--- src/design/ade_pkg.sv ---
`default_nettype none
// ----------------------------------------------------------------------------
// ade_pkg
// Widths and fixed-point constants shared by the attack/decay envelope block.
// ----------------------------------------------------------------------------
package ade_pkg;

	localparam int AMP_FRAC_BITS  = 24;
	localparam int TIME_FRAC_BITS = 16;

	localparam int AMP_W  = AMP_FRAC_BITS + 1;   // Q1.24 level
	localparam int TIME_W = 24;                  // Q8.16 seconds
	localparam int RATE_W = 18;                  // sample rate in Hz

	localparam logic [RATE_W-1:0] RATE_RESET = RATE_W'(44100);
	localparam logic [AMP_W-1:0]  AMP_ONE    = AMP_W'(1) << AMP_FRAC_BITS;

endpackage : ade_pkg
`default_nettype wire

--- src/design/ade_if.sv ---
`default_nettype none
// ----------------------------------------------------------------------------
// ade_if
// Valid/ready channels for envelope sample items and envelope result items.
// ----------------------------------------------------------------------------
interface ade_sample_if import ade_pkg::*; ();
	logic              valid;
	logic              ready;
	logic [TIME_W-1:0] attack_time;
	logic [TIME_W-1:0] decay_time;
	logic              gate;
	logic              hard_reset;

	modport source (output valid, attack_time, decay_time, gate, hard_reset, input ready);
	modport sink   (input valid, attack_time, decay_time, gate, hard_reset, output ready);
endinterface : ade_sample_if

interface ade_env_if import ade_pkg::*; ();
	logic             valid;
	logic             ready;
	logic [AMP_W-1:0] amplitude;
	logic             finished;
	logic             phase_flag;

	modport source (output valid, amplitude, finished, phase_flag, input ready);
	modport sink   (input valid, amplitude, finished, phase_flag, output ready);
endinterface : ade_env_if
`default_nettype wire

--- src/design/attack_decay_envelope.sv ---
`default_nettype none
// Sequence: an item that attacks or decays with a nonzero time passes through a
//   multiply, 41 restoring-divider iterations and an update; an item that is
//   idle, full or has time zero goes straight to the update.
// Flow: sample.ready is low from accept until the update, which waits until the
//   output register is free, so the shared serial divider holds one item at a time.
// Reset (arst_n low): idle, level 0, edge history 0, sample_rate 44100.
// ----------------------------------------------------------------------------
// attack_decay_envelope
// Linear attack/decay envelope, one result item per sample item. Step size is
// 2^40 / (sample_rate * time), found by a bit-serial restoring divider.
// ----------------------------------------------------------------------------
module attack_decay_envelope import ade_pkg::*; (
	input  wire logic              clk,
	input  wire logic              arst_n,
	input  wire logic              cfg_we,
	input  wire logic [RATE_W-1:0] cfg_wdata,
	ade_sample_if.sink             sample,
	ade_env_if.source              envelope
);

	// envelope phases
	localparam logic [1:0] PH_IDLE   = 2'd0;
	localparam logic [1:0] PH_ATTACK = 2'd1;
	localparam logic [1:0] PH_FULL   = 2'd2;
	localparam logic [1:0] PH_DECAY  = 2'd3;

	// sequencer
	localparam logic [1:0] ST_IDLE  = 2'd0;
	localparam logic [1:0] ST_MUL   = 2'd1;
	localparam logic [1:0] ST_DIV   = 2'd2;
	localparam logic [1:0] ST_APPLY = 2'd3;

	// divider geometry: numerator is the single bit 2^NUM_BIT
	localparam int NUM_BIT = AMP_FRAC_BITS + TIME_FRAC_BITS;
	localparam int Q_W     = NUM_BIT + 1;
	localparam int PROD_W  = RATE_W + TIME_W;
	localparam int CNT_W   = $clog2(Q_W);

	logic [1:0]        state_q;
	logic [RATE_W-1:0] rate_q;
	logic [1:0]        phase_q;
	logic [AMP_W-1:0]  level_q;
	logic              prev_gate_q;
	logic              prev_hr_q;
	logic              gate_q;
	logic              flag_q;
	logic [TIME_W-1:0] time_q;
	logic [PROD_W-1:0] div_q;      // divisor rate*time
	logic [PROD_W-1:0] rem_q;
	logic [Q_W-1:0]    quo_q;
	logic [CNT_W-1:0]  cnt_q;      // numerator bit being brought down

	logic              out_valid_q;
	logic [AMP_W-1:0]  out_amp_q;
	logic              out_fin_q;
	logic              out_flag_q;

	// ---- accept: apply gate / hard-reset edges before stepping ----
	logic              accept;
	logic [1:0]        ph_edge;
	logic [AMP_W-1:0]  lv_edge;
	logic [TIME_W-1:0] t_sel;
	logic              needs_div;

	assign sample.ready = (state_q == ST_IDLE);
	assign accept       = sample.valid && sample.ready;

	always_comb begin
		ph_edge = phase_q;
		lv_edge = level_q;
		if (!prev_gate_q && sample.gate) begin
			ph_edge = PH_ATTACK;
		end
		// hard reset wins for the level
		if (!prev_hr_q && sample.hard_reset) begin
			ph_edge = PH_ATTACK;
			lv_edge = '0;
		end
		t_sel     = (ph_edge == PH_ATTACK) ? sample.attack_time : sample.decay_time;
		needs_div = ((ph_edge == PH_ATTACK) || (ph_edge == PH_DECAY)) && (t_sel != '0);
	end

	// ---- shared divider step ----
	logic [PROD_W:0]   rem_sh;
	logic [PROD_W+1:0] rem_diff;
	logic              q_bit;

	always_comb begin
		rem_sh   = {rem_q, (cnt_q == CNT_W'(NUM_BIT))};
		rem_diff = {1'b0, rem_sh} - {2'b00, div_q};
		q_bit    = !rem_diff[PROD_W+1];
	end

	// ---- update: step clamp, then attack / full / decay move ----
	logic [AMP_W-1:0] step;
	logic [AMP_W:0]   sum;
	logic [1:0]       ph_next;
	logic [AMP_W-1:0] lv_next;
	logic             fin_next;
	logic             flag_next;
	logic             out_free;

	assign out_free = !out_valid_q || envelope.ready;

	always_comb begin
		// tiny step rounds up to one LSB; anything at or past 1.0 acts as 1.0
		if (quo_q == '0) begin
			step = AMP_W'(1);
		end else if (quo_q >= Q_W'(AMP_ONE)) begin
			step = AMP_ONE;
		end else begin
			step = quo_q[AMP_W-1:0];
		end
		sum       = {1'b0, level_q} + {1'b0, step};
		ph_next   = phase_q;
		lv_next   = level_q;
		fin_next  = 1'b0;
		flag_next = flag_q;
		unique case (phase_q)
			PH_ATTACK: begin
				flag_next = 1'b0;
				if (sum >= {1'b0, AMP_ONE}) begin
					lv_next = AMP_ONE;
					ph_next = PH_FULL;
				end else begin
					lv_next = sum[AMP_W-1:0];
				end
			end
			PH_FULL: begin
				flag_next = 1'b1;
				if (!gate_q) begin
					ph_next = PH_DECAY;
				end
			end
			PH_DECAY: begin
				flag_next = 1'b1;
				if (step >= level_q) begin
					lv_next  = '0;
					fin_next = 1'b1;
					ph_next  = PH_IDLE;
				end else begin
					lv_next = level_q - step;
				end
			end
			PH_IDLE: begin
			end
		endcase
	end

	// ---- control state ----
	always_ff @(posedge clk or negedge arst_n) begin
		if (!arst_n) begin
			state_q     <= ST_IDLE;
			rate_q      <= RATE_RESET;
			phase_q     <= PH_IDLE;
			level_q     <= '0;
			prev_gate_q <= 1'b0;
			prev_hr_q   <= 1'b0;
			flag_q      <= 1'b0;
			out_valid_q <= 1'b0;
		end else begin
			if (cfg_we) begin
				rate_q <= cfg_wdata;
			end
			// a new result replaces the one leaving on the same edge
			if ((state_q == ST_APPLY) && out_free) begin
				out_valid_q <= 1'b1;
			end else if (envelope.ready) begin
				out_valid_q <= 1'b0;
			end
			unique case (state_q)
				ST_IDLE: begin
					if (accept) begin
						phase_q     <= ph_edge;
						level_q     <= lv_edge;
						prev_gate_q <= sample.gate;
						prev_hr_q   <= sample.hard_reset;
						state_q     <= needs_div ? ST_MUL : ST_APPLY;
					end
				end
				ST_MUL: begin
					state_q <= ST_DIV;
				end
				ST_DIV: begin
					if (cnt_q == '0) begin
						state_q <= ST_APPLY;
					end
				end
				ST_APPLY: begin
					if (out_free) begin
						phase_q     <= ph_next;
						level_q     <= lv_next;
						flag_q      <= flag_next;
						state_q     <= ST_IDLE;
					end
				end
			endcase
		end
	end

	// ---- datapath: times, divider, result register ----
	always_ff @(posedge clk) begin
		if (accept) begin
			gate_q <= sample.gate;
			time_q <= t_sel;
			quo_q  <= Q_W'(AMP_ONE);   // time zero: full step
		end
		if (state_q == ST_MUL) begin
			// zero rate counts as one hertz
			div_q <= PROD_W'((rate_q == '0) ? RATE_W'(1) : rate_q) * PROD_W'(time_q);
			rem_q <= '0;
			quo_q <= '0;
			cnt_q <= CNT_W'(NUM_BIT);
		end
		if (state_q == ST_DIV) begin
			rem_q <= q_bit ? rem_diff[PROD_W-1:0] : rem_sh[PROD_W-1:0];
			quo_q <= {quo_q[Q_W-2:0], q_bit};
			cnt_q <= cnt_q - CNT_W'(1);
		end
		if ((state_q == ST_APPLY) && out_free) begin
			out_amp_q  <= lv_next;
			out_fin_q  <= fin_next;
			out_flag_q <= flag_next;
		end
	end

	assign envelope.valid      = out_valid_q;
	assign envelope.amplitude  = out_amp_q;
	assign envelope.finished   = out_fin_q;
	assign envelope.phase_flag = out_flag_q;

`ifndef SYNTHESIS
	// one item at a time: no accept on the cycle after an accept
	a_single_item: assert property (@(posedge clk) disable iff (!arst_n)
		accept |=> !sample.ready)
		else $error("item accepted while previous item in flight");

	// level never passes 1.0
	a_level_range: assert property (@(posedge clk) disable iff (!arst_n)
		level_q <= AMP_ONE)
		else $error("envelope level above full scale");

	// finished only comes with a zero level
	a_finished_zero: assert property (@(posedge clk) disable iff (!arst_n)
		(envelope.valid && envelope.finished) |-> (envelope.amplitude == '0))
		else $error("finished with nonzero amplitude");

	// a result only appears as the sequencer leaves its update state
	a_result_source: assert property (@(posedge clk) disable iff (!arst_n)
		$rose(envelope.valid) |-> ($past(state_q) == ST_APPLY))
		else $error("result item without update");
`endif

endmodule : attack_decay_envelope
`default_nettype wire

--- src/flat_wrapper.sv ---
// flat-port wrapper written by rule: the top's interface ports become plain ports
module attack_decay_envelope_flat import ade_pkg::*;
  (clk, arst_n, cfg_we, cfg_wdata, sample_valid, sample_attack_time, sample_decay_time, sample_gate, sample_hard_reset, sample_ready, envelope_valid, envelope_amplitude, envelope_finished, envelope_phase_flag, envelope_ready);
  ade_sample_if sample_i ();
  ade_env_if envelope_i ();
  input  wire logic clk;
  input  wire logic arst_n;
  input  wire logic cfg_we;
  input  wire logic [RATE_W-1:0] cfg_wdata;
  input wire logic [$bits(sample_i.valid)-1:0] sample_valid;
  input wire logic [$bits(sample_i.attack_time)-1:0] sample_attack_time;
  input wire logic [$bits(sample_i.decay_time)-1:0] sample_decay_time;
  input wire logic [$bits(sample_i.gate)-1:0] sample_gate;
  input wire logic [$bits(sample_i.hard_reset)-1:0] sample_hard_reset;
  output wire logic [$bits(sample_i.ready)-1:0] sample_ready;
  output wire logic [$bits(envelope_i.valid)-1:0] envelope_valid;
  output wire logic [$bits(envelope_i.amplitude)-1:0] envelope_amplitude;
  output wire logic [$bits(envelope_i.finished)-1:0] envelope_finished;
  output wire logic [$bits(envelope_i.phase_flag)-1:0] envelope_phase_flag;
  input wire logic [$bits(envelope_i.ready)-1:0] envelope_ready;
  assign sample_i.valid = sample_valid;
  assign sample_i.attack_time = sample_attack_time;
  assign sample_i.decay_time = sample_decay_time;
  assign sample_i.gate = sample_gate;
  assign sample_i.hard_reset = sample_hard_reset;
  assign sample_ready = sample_i.ready;
  assign envelope_valid = envelope_i.valid;
  assign envelope_amplitude = envelope_i.amplitude;
  assign envelope_finished = envelope_i.finished;
  assign envelope_phase_flag = envelope_i.phase_flag;
  assign envelope_i.ready = envelope_ready;
  attack_decay_envelope u_core (.clk(clk), .arst_n(arst_n), .cfg_we(cfg_we), .cfg_wdata(cfg_wdata), .sample(sample_i), .envelope(envelope_i));
endmodule
--- config.mk ---
export PLATFORM = sky130hd
export DESIGN_NAME = attack_decay_envelope_flat
export DESIGN_NICKNAME = d
export VERILOG_FILES = /design/src/design/ade_pkg.sv /design/src/design/ade_if.sv /design/src/design/attack_decay_envelope.sv /design/src/flat_wrapper.sv
export SDC_FILE = /design/constraint.sdc
export NUM_CORES = 2
export LEC_CHECK = 0
export BUFFER_PORTS_ARGS = -buffer_cell sky130_fd_sc_hd__buf_4
export CORE_MARGIN = 1.5
export CORE_UTILIZATION = 30
export DETAILED_ROUTE_END_ITERATION = 8
export PLACE_DENSITY = 0.45
export SYNTH_ARGS = -nofsm -noshare
export SYNTH_HDL_FRONTEND = slang
export SYNTH_SLANG_ARGS = --single-unit
--- constraint.sdc ---
create_clock -name clk -period 6.5 [get_ports clk]
set_clock_uncertainty 0.15 [all_clocks]
set_input_delay 0.325 -clock clk [delete_from_list [all_inputs] [get_ports clk]]
set_output_delay 0.325 -clock clk [all_outputs]
set_load 0.03 [all_outputs]
==> results.py <==
metrics = {
    "setup_path": {
        "timing.rr.end": "u_core.div_q[41]",
        "slowest_stage": "fa_1",
        "cp_top_family": "adder cells",
        "cp-endpoint": "u_core.div_q[41]",
        "crit_type": "reg2reg",
        "cp-end-kind": "register",
        "rr_worst_depth": 25,
        "crit_top_cell": "fa_1",
        "slowest_delay_ns": 0.56,
        "crit_fanout": 5,
        "required_ns": 6.64,
        "r2r_setup_slack_ns": -0.20,
        "crit_buf_inv": 7,
        "cp-start-kind": "register",
        "r2r-start": "u_core.rate_q[12]",
        "crit_start": "u_core.rate_q[12]",
        "cp_num_cells": 25,
        "crit_arrival_ns": 6.84,
    },
    "layout": {
        "final_cell_mix": "inv_1 (504), nand2_1 (416), fa_1 (346)",
        "mostFrequentLayoutCell": "inv_1",
        "nFillCells": 9697,
        "syn2layout_area_growth_pct": 19.34,
        "stdcell_count": 4587,
        "drive_above_1_share_pct": 15.55,
        "area.sequential_sq_mm": 0.006779,
        "design_area_sq_mm": 0.03406,
        "multi_input_area_sq_mm": 0.01966,
        "nNetsFinal": 3952,
    },
    "timing": {
        "tightest_slew_ns": 1.166,
        "max_freq_ghz": 0.1494,
        "timing.final.hold_violations": 0,
        "max_slew_margin_pct": 20.25,
        "slew_viol_final": 0,
        "final-setup-viol-count": 9,
        "setup_ws_ns": -0.1951,
        "finalCriticalPeriod_ns": 6.695,
        "rsz0062_at_grt": "yes",
        "fin_crit_sh_pct": 103.0,
    },
    "yosys": {
        "ys_types": 88,
        "synth_edf_count": 183,
        "ys_warn_count": 0,
        "synth-xor-area-share_pct": 2.301,
        "ys_seq_area_share_pct": 23.75,
        "yosys-top-cells-area": "fa_1 (25%), edfxtp_1 (19%), ha_1 (9.6%)",
        "synth_compound_area_share_pct": 12.91,
        "synthCells": 3058,
        "synth_top_area_share_pct": 24.90,
        "synth_seq_cells": 234,
        "syn_nets": 3705,
        "synthArstFlopShare_pct": 21.79,
        "ys.flop_type": "edfxtp_1",
        "synth_top_area_cell": "fa_1",
        "avgSynthCellArea_sq_um": 9.334,
        "synth-adder-area-share_pct": 34.50,
        "muxShareOfSynthArea_pct": 1.802,
        "synth_top_family_by_area": "adder cells",
        "yosys.area_share.simple_pct": 15.79,
        "netlist_area_sq_mm": 0.02854,
    },
    "job": {
        "drv_cap": 0,
    },
    "routing": {
        "wl_mm": 84.50,
        "drc": 0,
        "ant_nets": 0,
        "num_vias": 22210,
        "drt_iter0_markers": 1040,
        "first_pass_iters": 5,
        "vias_per_cell": 4.843,
        "routedWlPerCell_um": 18.42,
    },
    "clocking": {
        "cts.sinks": 234,
        "ctsHtreeMaxLevel": 2,
        "insertion_delay_ns": 0.56,
        "cts_tree": "yes",
        "clock_path_buffers": 3,
        "ctsRootBufferMaster": "clkbuf_16",
        "cts_buffers": 35,
        "cts.clk_slew.worst_paths_ns": 0.05,
    },
    "die": {
        "dieArea_sq_mm": 0.09700,
        "die_h_um": 311.5,
        "num_rows": 112,
        "die_x_um": 311.5,
        "pin_count": 102,
        "initial_utilization_pct": 30.45,
        "core_area_sq_mm": 0.09375,
    },
    "min_path": {
        "hold_class": "in2reg",
        "hold_path_startpoint": "sample_decay_time[0]",
    },
    "placed_design": {
        "place_area_sq_mm": 0.03200,
        "io_buffers": 101,
        "globalplace.congestion": 0.8322,
        "dp_hpwl_mm": 65.99,
        "dp_cells": 4450,
    },
    "global_routing": {
        "track_usage_pct": 17.44,
        "grt_overflow": 0,
        "grt_pass1_wl_mm": 133.5,
        "grt_pass1_vias": 23380,
        "antenna_found_initial": 3,
        "grt_start_max_net_pins": 54,
    },
    "run_status": {
        "violations": "setup timing",
        "outcome": "finished, violations left",
    },
}
[per-layer routing]
| layer | wire length (um) | global-route usage, % | vias to the layer above |
|---|---|---|---|
| met1 | 38970 | 23.63 | 11180 |
| met2 | 40160 | 29.16 | 402 |
| met3 | 3383 | 2.383 | 99 |
| li1 | - | - | 10530 |
| met4 | 1987 | 4.523 | 0 |
| met5 | 0 | 0 | - |
[sequential cells by signal, indices dropped and copies added, names as in the netlist]
signal / count
u_core.cnt_q: 6
u_core.div_q: 42
u_core.envelope.amplitude: 25
u_core.envelope.finished: 1
u_core.envelope.phase_flag: 1
u_core.envelope.valid: 1
u_core.flag_q: 1
u_core.gate_q: 1
u_core.level_q: 25
u_core.phase_q: 2
u_core.prev_gate_q: 1
u_core.prev_hr_q: 1
u_core.quo_q: 41
u_core.rate_q: 18
u_core.rem_q: 42
u_core.state_q: 2
u_core.time_q: 24
[cell families (layout without fill, tap and decap cells)]
group / count (synthesis) / in the layout
other cells: 0 / 1
simple gates: 934 / 934
xor+xnor: 75 / 75
mux: 46 / 46
compound gates: 531 / 531
fa+ha+maj: 574 / 574
flops: 234 / 234
buf+inv: 664 / 938
[worst min path at each step]
stage | endpoint | slack, ns | depth (start not counted)
finish | u_core.time_q[0] | 0.03 | 2
global route | u_core.time_q[0] | 0.001 | 2
CTS | u_core.time_q[0] | 0.002 | 2
detailed placement | u_core.level_q[19] | 0.32 | 1
global placement | u_core.level_q[19] | 0.31 | 1
floorplan | u_core.envelope.valid | -0.12 | 0
[metrics by stage]
step	setup slack, ns	util (%)	TNS (ns)	hold slack (ns)
finish	-0.1951	36.33	-1.123	0.02969
global route	-0.4748	36.33	-4.736	0.001192
floorplan	-0.07822	-	-0.1071	-0.1206
global placement	-0.4105	34.14	-3.419	0.3146
CTS	-0.2194	36.13	-0.8081	0.001755
detailed placement	-0.3457	34.14	-3.021	0.3224
[cells in the mapped netlist, drive strengths merged, types with 25 or more instances]
| cell | number |
|---|---|
| o21ai | 80 |
| inv | 521 |
| xnor2 | 53 |
| nor3 | 33 |
| nor2 | 100 |
| nand2 | 427 |
| a21o | 64 |
| mux2 | 43 |
| clkbuf | 119 |
| o221ai | 25 |
| dfrtp | 45 |
| a21oi | 146 |
| edfxtp | 183 |
| fa | 355 |
| and2 | 222 |
| ha | 219 |
[timing repair]
item	in CTS	in global routing
pin swaps	9	28
hold endpoints to repair	84	0
hold buffers	56	0
resized for setup	25	39
setup endpoints to repair	13	20
gates cloned	1	1
setup buffers	8	6
[area by class of cell]
class	count	area share, %
diodes	1	0.007347
repair buffers	352	8.721
clock inverters	18	0.5069
clock buffers	46	2.784
multi-input cells	2160	57.72
inverters	522	5.752
well taps	1254	4.606
flip-flops and latches	234	19.90
Power is not shown: default switching activity piles up to over one toggle a cycle in this logic, so the estimate is an artifact.
